<file path="config.mk">
export PLATFORM = sky130hd
export DESIGN_NAME = sha256_message_hasher
export DESIGN_NICKNAME = d
export VERILOG_FILES = /design/src/rtl/shm_pkg.sv /design/src/rtl/sha256_message_hasher.sv /design/src/rtl/shm_front.sv /design/src/rtl/shm_queue.sv /design/src/rtl/shm_back.sv
export SDC_FILE = /design/constraint.sdc
export NUM_CORES = 2
export LEC_CHECK = 0
export ABC_AREA = 0
export BUFFER_PORTS_ARGS = -buffer_cell sky130_fd_sc_hd__buf_4
export CAP_MARGIN = 20
export CORE_ASPECT_RATIO = 0.5
export CORE_MARGIN = 3
export CORE_UTILIZATION = 60
export CTS_BUF_LIST = sky130_fd_sc_hd__clkbuf_8
export DETAILED_ROUTE_END_ITERATION = 6
export PLACE_DENSITY_LB_ADDON = 0.2
export SLEW_MARGIN = 20
export SYNTH_ARGS = -nofsm -noshare
export SYNTH_HDL_FRONTEND = slang
export SYNTH_SLANG_ARGS = --single-unit
</file>
<file path="constraint.sdc">
create_clock -name clk -period 14.75 [get_ports clk]
set_clock_uncertainty 0.1 [all_clocks]
set_input_delay 2.2125 -clock clk [delete_from_list [all_inputs] [get_ports clk]]
set_output_delay 2.2125 -clock clk [all_outputs]
set_load 0.005 [all_outputs]
</file>
<file path="src/rtl/shm_pkg.sv">
// ----------------------------------------------------------------------------
// shm_pkg: SHA-256 hasher shared types and constants
// Holds the round constants, the initial hash and the word transaction type.
// ----------------------------------------------------------------------------
package shm_pkg;

	typedef struct packed {
		logic        last_blk;
		logic [31:0] word;
	} shm_word_t;

	localparam logic [31:0] INIT_HASH [8] = '{
		32'h6a09e667, 32'hbb67ae85, 32'h3c6ef372, 32'ha54ff53a,
		32'h510e527f, 32'h9b05688c, 32'h1f83d9ab, 32'h5be0cd19
	};

	localparam logic [31:0] ROUND_K [64] = '{
		32'h428a2f98, 32'h71374491, 32'hb5c0fbcf, 32'he9b5dba5,
		32'h3956c25b, 32'h59f111f1, 32'h923f82a4, 32'hab1c5ed5,
		32'hd807aa98, 32'h12835b01, 32'h243185be, 32'h550c7dc3,
		32'h72be5d74, 32'h80deb1fe, 32'h9bdc06a7, 32'hc19bf174,
		32'he49b69c1, 32'hefbe4786, 32'h0fc19dc6, 32'h240ca1cc,
		32'h2de92c6f, 32'h4a7484aa, 32'h5cb0a9dc, 32'h76f988da,
		32'h983e5152, 32'ha831c66d, 32'hb00327c8, 32'hbf597fc7,
		32'hc6e00bf3, 32'hd5a79147, 32'h06ca6351, 32'h14292967,
		32'h27b70a85, 32'h2e1b2138, 32'h4d2c6dfc, 32'h53380d13,
		32'h650a7354, 32'h766a0abb, 32'h81c2c92e, 32'h92722c85,
		32'ha2bfe8a1, 32'ha81a664b, 32'hc24b8b70, 32'hc76c51a3,
		32'hd192e819, 32'hd6990624, 32'hf40e3585, 32'h106aa070,
		32'h19a4c116, 32'h1e376c08, 32'h2748774c, 32'h34b0bcb5,
		32'h391c0cb3, 32'h4ed8aa4a, 32'h5b9cca4f, 32'h682e6ff3,
		32'h748f82ee, 32'h78a5636f, 32'h84c87814, 32'h8cc70208,
		32'h90befffa, 32'ha4506ceb, 32'hbef9a3f7, 32'hc67178f2
	};

	localparam logic [7:0] PAD_MARK = 8'h80;

endpackage

</file>
<file path="src/rtl/sha256_message_hasher.sv">
// ----------------------------------------------------------------------------
// sha256_message_hasher: SHA-256 over a byte stream
// At most one byte per transaction (byte_present); an end mark pads the message and emits the digest.
// ----------------------------------------------------------------------------
// Throughput: one byte per cycle while the packer is taking bytes and the word
// queue has room; each 64-byte block then holds the compressor while it loads
// sixteen words, runs 64 rounds and adds into the hash, so the single round
// unit sets the sustained rate.
// Reset: arst_n clears all control state and loads the initial hash.
module sha256_message_hasher #(
	parameter int QUEUE_DEPTH = 4
) (
	input  logic        clk,
	input  logic        arst_n,
	input  logic        in_valid,
	output logic        in_ready,
	input  logic [7:0]  msg_byte,
	input  logic        byte_present,
	input  logic        end_of_message,
	output logic        out_valid,
	input  logic        out_ready,
	output logic [31:0] digest_word,
	output logic [2:0]  word_index,
	output logic        last_word
);

	shm_pkg::shm_word_t push_data, pop_data;
	logic push_valid, push_ready, pop_valid, pop_ready;

	// front: pack bytes into words, generate padding and the length
	shm_front u_front (
		.clk, .arst_n, .in_valid, .in_ready, .msg_byte, .byte_present,
		.end_of_message, .push_valid, .push_ready, .push_data
	);

	// queue: decouple the packer from the compressor
	shm_queue #(.DEPTH(QUEUE_DEPTH)) u_queue (
		.clk, .arst_n,
		.wr_valid(push_valid), .wr_ready(push_ready), .wr_data(push_data),
		.rd_valid(pop_valid), .rd_ready(pop_ready), .rd_data(pop_data)
	);

	// back: compress blocks and hold the digest until each word is taken
	shm_back u_back (
		.clk, .arst_n, .pop_valid, .pop_ready, .pop_data,
		.out_valid, .out_ready, .digest_word, .word_index, .last_word
	);

endmodule

</file>
<file path="src/rtl/shm_front.sv">
// ----------------------------------------------------------------------------
// shm_front: byte packer and padder
// Packs bytes big-endian into words and appends padding and bit length.
// ----------------------------------------------------------------------------
module shm_front (
	input  logic              clk,
	input  logic              arst_n,
	input  logic              in_valid,
	output logic              in_ready,
	input  logic [7:0]        msg_byte,
	input  logic              byte_present,
	input  logic              end_of_message,
	output logic              push_valid,
	input  logic              push_ready,
	output shm_pkg::shm_word_t push_data
);

	typedef enum logic [2:0] {
		ST_BYTES, ST_PAD_FIRST, ST_PAD_ZERO, ST_LEN_HI, ST_LEN_LO
	} state_t;

	state_t      state_q;
	logic [23:0] acc_q;
	logic [1:0]  pos_q;
	logic [3:0]  widx_q;
	logic [60:0] count_q;
	logic        take;
	logic [31:0] first_word;

	assign in_ready = (state_q == ST_BYTES) && push_ready;
	assign take     = in_valid && in_ready;

	always_comb begin
		unique case (pos_q)
			2'd0:    first_word = {shm_pkg::PAD_MARK, 24'h0};
			2'd1:    first_word = {acc_q[7:0], shm_pkg::PAD_MARK, 16'h0};
			2'd2:    first_word = {acc_q[15:0], shm_pkg::PAD_MARK, 8'h0};
			default: first_word = {acc_q[23:0], shm_pkg::PAD_MARK};
		endcase
	end

	always_comb begin
		push_data.last_blk = 1'b0;
		push_data.word     = 32'h0;
		push_valid         = 1'b0;
		unique case (state_q)
			ST_BYTES: begin
				push_valid     = take && byte_present && (pos_q == 2'd3);
				push_data.word = {acc_q, msg_byte};
			end
			ST_PAD_FIRST: begin
				push_valid     = 1'b1;
				push_data.word = first_word;
			end
			ST_PAD_ZERO: begin
				push_valid = 1'b1;
			end
			ST_LEN_HI: begin
				push_valid     = 1'b1;
				push_data.word = count_q[60:29];
			end
			default: begin
				push_valid         = 1'b1;
				push_data.word     = {count_q[28:0], 3'b000};
				push_data.last_blk = 1'b1;
			end
		endcase
	end

	always_ff @(posedge clk or negedge arst_n) begin
		if (!arst_n) begin
			state_q <= ST_BYTES;
			pos_q   <= 2'd0;
			widx_q  <= 4'd0;
			count_q <= '0;
			acc_q   <= '0;
		end else begin
			if (push_valid && push_ready) widx_q <= widx_q + 4'd1;
			unique case (state_q)
				ST_BYTES: if (take) begin
					if (byte_present) begin
						acc_q   <= {acc_q[15:0], msg_byte};
						pos_q   <= pos_q + 2'd1;
						count_q <= count_q + 61'd1;
					end
					if (end_of_message) state_q <= ST_PAD_FIRST;
				end
				ST_PAD_FIRST: if (push_ready)
					state_q <= (widx_q == 4'd13) ? ST_LEN_HI : ST_PAD_ZERO;
				ST_PAD_ZERO: if (push_ready && widx_q == 4'd13) state_q <= ST_LEN_HI;
				ST_LEN_HI: if (push_ready) state_q <= ST_LEN_LO;
				default: if (push_ready) begin
					state_q <= ST_BYTES;
					pos_q   <= 2'd0;
					count_q <= '0;
				end
			endcase
		end
	end

endmodule

</file>
<file path="src/rtl/shm_queue.sv">
// ----------------------------------------------------------------------------
// shm_queue: word queue
// Small first-in first-out queue between the packer and the compressor.
// ----------------------------------------------------------------------------
module shm_queue #(
	parameter int DEPTH = 4
) (
	input  logic               clk,
	input  logic               arst_n,
	input  logic               wr_valid,
	output logic               wr_ready,
	input  shm_pkg::shm_word_t wr_data,
	output logic               rd_valid,
	input  logic               rd_ready,
	output shm_pkg::shm_word_t rd_data
);

	localparam int AW = (DEPTH > 1) ? $clog2(DEPTH) : 1;

	shm_pkg::shm_word_t mem_q [DEPTH];
	logic [AW-1:0] wp_q, rp_q;
	logic [AW:0]   cnt_q;
	logic          wr, rd;

	assign wr_ready = (cnt_q != AW'(0) + (AW+1)'(DEPTH));
	assign rd_valid = (cnt_q != '0);
	assign rd_data  = mem_q[rp_q];
	assign wr       = wr_valid && wr_ready;
	assign rd       = rd_valid && rd_ready;

	always_ff @(posedge clk) begin
		if (wr) mem_q[wp_q] <= wr_data;
	end

	always_ff @(posedge clk or negedge arst_n) begin
		if (!arst_n) begin
			wp_q  <= '0;
			rp_q  <= '0;
			cnt_q <= '0;
		end else begin
			if (wr) wp_q <= (wp_q == AW'(DEPTH - 1)) ? '0 : wp_q + AW'(1);
			if (rd) rp_q <= (rp_q == AW'(DEPTH - 1)) ? '0 : rp_q + AW'(1);
			cnt_q <= cnt_q + (AW+1)'(wr) - (AW+1)'(rd);
		end
	end

endmodule

</file>
<file path="src/rtl/shm_back.sv">
// ----------------------------------------------------------------------------
// shm_back: compression engine
// Loads sixteen words, runs one round a cycle and emits the digest.
// ----------------------------------------------------------------------------
module shm_back (
	input  logic               clk,
	input  logic               arst_n,
	input  logic               pop_valid,
	output logic               pop_ready,
	input  shm_pkg::shm_word_t pop_data,
	output logic               out_valid,
	input  logic               out_ready,
	output logic [31:0]        digest_word,
	output logic [2:0]         word_index,
	output logic               last_word
);

	typedef enum logic [1:0] {ST_LOAD, ST_ROUND, ST_ADD, ST_OUT} state_t;

	state_t      state_q;
	logic [31:0] w_q [16];
	logic [31:0] v_q [8];
	logic [31:0] h_q [8];
	logic [5:0]  cnt_q;
	logic        fin_q;
	logic [31:0] s0, s1, wnew, t1, t2, ch, maj, b1, b0;

	function automatic logic [31:0] rotr(input logic [31:0] x, input int n);
		rotr = (x >> n) | (x << (32 - n));
	endfunction

	assign pop_ready   = (state_q == ST_LOAD);
	assign out_valid   = (state_q == ST_OUT);
	assign word_index  = cnt_q[2:0];
	assign digest_word = h_q[cnt_q[2:0]];
	assign last_word   = (cnt_q[2:0] == 3'd7);

	always_comb begin
		s0   = rotr(w_q[1], 7) ^ rotr(w_q[1], 18) ^ (w_q[1] >> 3);
		s1   = rotr(w_q[14], 17) ^ rotr(w_q[14], 19) ^ (w_q[14] >> 10);
		wnew = w_q[0] + s0 + w_q[9] + s1;
		b1   = rotr(v_q[4], 6) ^ rotr(v_q[4], 11) ^ rotr(v_q[4], 25);
		ch   = (v_q[4] & v_q[5]) ^ (~v_q[4] & v_q[6]);
		t1   = v_q[7] + b1 + ch + shm_pkg::ROUND_K[cnt_q] + w_q[0];
		b0   = rotr(v_q[0], 2) ^ rotr(v_q[0], 13) ^ rotr(v_q[0], 22);
		maj  = (v_q[0] & v_q[1]) ^ (v_q[0] & v_q[2]) ^ (v_q[1] & v_q[2]);
		t2   = b0 + maj;
	end

	always_ff @(posedge clk) begin
		if (state_q == ST_LOAD && pop_valid) begin
			for (int j = 0; j < 15; j++) w_q[j] <= w_q[j+1];
			w_q[15] <= pop_data.word;
		end else if (state_q == ST_ROUND) begin
			for (int j = 0; j < 15; j++) w_q[j] <= w_q[j+1];
			w_q[15] <= wnew;
		end
		if (state_q == ST_LOAD) begin
			v_q <= h_q;
		end else if (state_q == ST_ROUND) begin
			v_q[7] <= v_q[6];
			v_q[6] <= v_q[5];
			v_q[5] <= v_q[4];
			v_q[4] <= v_q[3] + t1;
			v_q[3] <= v_q[2];
			v_q[2] <= v_q[1];
			v_q[1] <= v_q[0];
			v_q[0] <= t1 + t2;
		end
	end

	always_ff @(posedge clk or negedge arst_n) begin
		if (!arst_n) begin
			state_q <= ST_LOAD;
			cnt_q   <= '0;
			fin_q   <= 1'b0;
			h_q     <= shm_pkg::INIT_HASH;
		end else begin
			unique case (state_q)
				ST_LOAD: if (pop_valid) begin
					cnt_q <= (cnt_q[3:0] == 4'd15) ? 6'd0 : cnt_q + 6'd1;
					if (cnt_q[3:0] == 4'd15) begin
						fin_q   <= pop_data.last_blk;
						state_q <= ST_ROUND;
					end
				end
				ST_ROUND: begin
					cnt_q <= cnt_q + 6'd1;
					if (cnt_q == 6'd63) state_q <= ST_ADD;
				end
				ST_ADD: begin
					for (int j = 0; j < 8; j++) h_q[j] <= h_q[j] + v_q[j];
					cnt_q   <= '0;
					state_q <= fin_q ? ST_OUT : ST_LOAD;
				end
				default: if (out_ready) begin
					if (cnt_q[2:0] == 3'd7) begin
						h_q     <= shm_pkg::INIT_HASH;
						cnt_q   <= '0;
						state_q <= ST_LOAD;
					end else begin
						cnt_q <= cnt_q + 6'd1;
					end
				end
			endcase
		end
	end

endmodule
</file>
==> results.ini <==
[route]
vias = 55670
drc = 0
vias_per_cell = 6.548
wl_per_cell_um = 27.71
drtPass1Iterations = 7
first_iter_violations = 7041
drtAntennaViolNets = 0
drt_wl_total_mm = 235.6

[global_routing]
grt_pass1_wl_mm = 349.1
antenna_found_initial = 8
grt.total_usage_pct = 35.76
grt_pass1_vias = 53730
grt_max_degree = 162
gr-total-overflow = 0

[worst_setup_path]
max_stage_delay_ns = 0.95
cp.arrival_ns = 12.07
critPathKind = reg2reg
crit_required_ns = 15.24
endpoint_kind = register
worst-path-max-fanout = 44
worst_setup_path_start_kind = register
cp_slowest_cell = dfrtp_4
path_common_cell = fa_1

[synth]
yosysMostFrequentCell = edfxtp_1
synth_top_family_by_area = compound AO/OA/AOI/OAI gates
syn_inst = 6676
synth.top_cell.area_share_pct = 35.63
avgSynthCellArea_um2 = 11.36
synth_compound_area_share_pct = 13.40
synth_xor_area_share_pct = 7.224
syn_area_um2 = 75840
synth_enable_flop_cells = 900
synth_area_leader_cell = edfxtp_1
seq_area_frac_synth_pct = 47.93
yosys.area_share.adder_pct = 12.27
synth_simple_gate_area_share_pct = 8.917
synth_fp_nets = 7298
synth-seq-cells = 1266
synthArstFlopShare_pct = 28.91
muxShareOfSynthArea_pct = 6.962
synthDistinctLibCells = 98
synth.top_cells.by_count = edfxtp_1, nand2_1, a21oi_1
synth-main-ff-cell = edfxtp_1
synthTopCellsByArea = edfxtp_1, dfrtp_1, ha_1
yosys_warnings = 0

[clocking]
cts_sinks = 1266
clk_pin_slew_ns = 0.08
cts_made_buffers = 177
clockRootBuffer = clkbuf_8
clock_latency_ns = 0.94
ctsHoldBuffers = 0
cts_tree = built
htree_levels = 4
clockBufferDepth = 3
cts_resized = 0
cts_setup_buffers = 0

[placed_design]
gp_congestion = 1.044
io_buffers = 51
dpl.hpwl_mm = 173.4

[finish]
multi_input_area_um2 = 37090
syn_to_final_growth_pct = 7.156
nets = 7294
ff_latch_area_um2 = 36370
drive_above_1_share_pct = 13.19
num-fill-cells = 9405

[sta]
period_needed_ns = 11.58
period_share_pct = 78.52
tightest_slew_ns = 1.144
setup_viol = 0
hold_viol_final = 0
slew_headroom_pct = 23.45
drv_slew = 0
fmax_mhz = 86.35
finalSetupTns_ns = 0
rsz0062_at_grt = no

[outcome]
status = finished clean

[pwr]
ir_worst_vdd_v = 0.00009024
p_leak_nw = 33.33
power_density_nw_per_um2 = 80.15
total_power_mw = 6.514

[die]
ios = 52
core-area_um2 = 124300
rows = 91
die-area_um2 = 131000
start_util_pct = 61.00
dieHeight_um = 257.4
fp.dieW_um = 508.8

[worst_hold_path]
hold_class = reg2reg

[job]
cap_viol_max_count = 0

==> cell type report <==
cell class | instances | share of cell area (%)
flip-flops and latches | 1266 | 44.75
well taps | 1674 | 2.577
clock inverters | 146 | 1.084
diodes | 3 | 0.009237
repair buffers | 118 | 1.135
inverters | 359 | 1.658
clock buffers | 186 | 3.150
multi-input cells | 4750 | 45.63
==> final timing paths <==
check / startpoint / to / slack [ns] / cells after the start
min reg2reg: u_back.w_q[2][3] / u_back.w_q[1][3] / 0.29 / 0
max reg2reg: u_back.cnt_q[1] / u_back.v_q[255] / 3.17 / 39
max in group asynchronous: arst_n / u_back.h_q[167] / 11.15 / 3
max: u_back.cnt_q[1] / u_back.v_q[255] / 3.17 / 39
min: u_back.w_q[2][3] / u_back.w_q[1][3] / 0.29 / 0
min in group asynchronous: arst_n / u_back.h_q[26] / 1.22 / 1
==> routing by layer <==
metal,vias up,part of all wire [%],track usage [%]
li1,24210,-,-
met2,2951,43,51.71
met5,-,0.10,0
met3,503,12,10.30
met4,4,3.8,12.54
met1,28000,42,51.68
==> state kept, by name, indices dropped and copies added, names as in the netlist <==
name	count
u_back.fin_q	1
u_back.cnt_q	6
u_back.h_q	256
u_back.v_q	256
u_queue.rp_q	2
u_front.pos_q	2
u_queue.mem_q	132
u_back.w_q	512
u_queue.wp_q	2
u_back.state_q	2
u_front.state_q	3
u_front.widx_q	4
u_front.count_q	61
u_queue.cnt_q	3
u_front.acc_q	24
==> power breakdown <==
part | internal [mW] | switching, mW
registers | 3.78 | 0
clock network | 1.27 | 1.44
logic | 0.00442 | 0.0268
total | 5.05 | 1.46
==> cell usage in the layout, fill, tap and decap left out, drive strengths merged, types with 19 or more instances in the layout <==
master  instances
xor2          245
mux2i          19
inv           453
mux4           99
a21oi         501
nor2          423
nand4          30
a31oi          46
nand2b         64
maj3           23
nor3           82
o21bai         47
or3            31
a211oi         71
clkbuf        186
nor2b          51
dfstp         136
clkinv         47
mux2          254
o21ai         427
o31ai          42
and2           24
o21a           51
fa            196
nand2         595
xnor2         378
nand3          97
buf           118
a21o          164
ha            412
edfxtp        900
a221o          19
and3           47
o211ai         21
dfrtp         230
==> per-stage QoR <==
stage,setup slack (ns),hold slack (ns),std cells,cell area (um2),util [%]
2_1_floorplan,0.5774,0.3003,6676,75840,-
3_3_place_gp,3.544,0.3003,8166,77810,62.58
3_5_place_dp,3.349,0.3045,8167,77820,62.59
4_1_cts,3.296,0.2869,8499,81260,65.35
5_1_grt,2.650,0.2952,8501,81270,65.36
6_report,3.169,0.2897,8502,81270,65.37
==> critical path, delay by kind of cell (launching register included) <==
kind / cells / cell delay (ns)
and+or+nand+nor: 9 / 1.90
DFF: 1 / 0.95
xor gates and xnor gates: 2 / 0.43
AOI/OAI and AO/OA: 15 / 3.45
adders and majority gates: 8 / 3.43
buffers and inverters: 5 / 0.99
==> cell families (layout without fill, tap and decap cells) <==
logic type,Yosys count,count (layout)
AO/OA/AOI/OAI,1617,1617
AND/OR/NAND/NOR,1506,1506
flip-flops,1266,1266
buffers and inverters,660,809
adder cells (fa/ha/maj),631,631
XOR/XNOR,624,624
multiplexers,372,372
other,0,3
(Power assumes the default switching activity.)
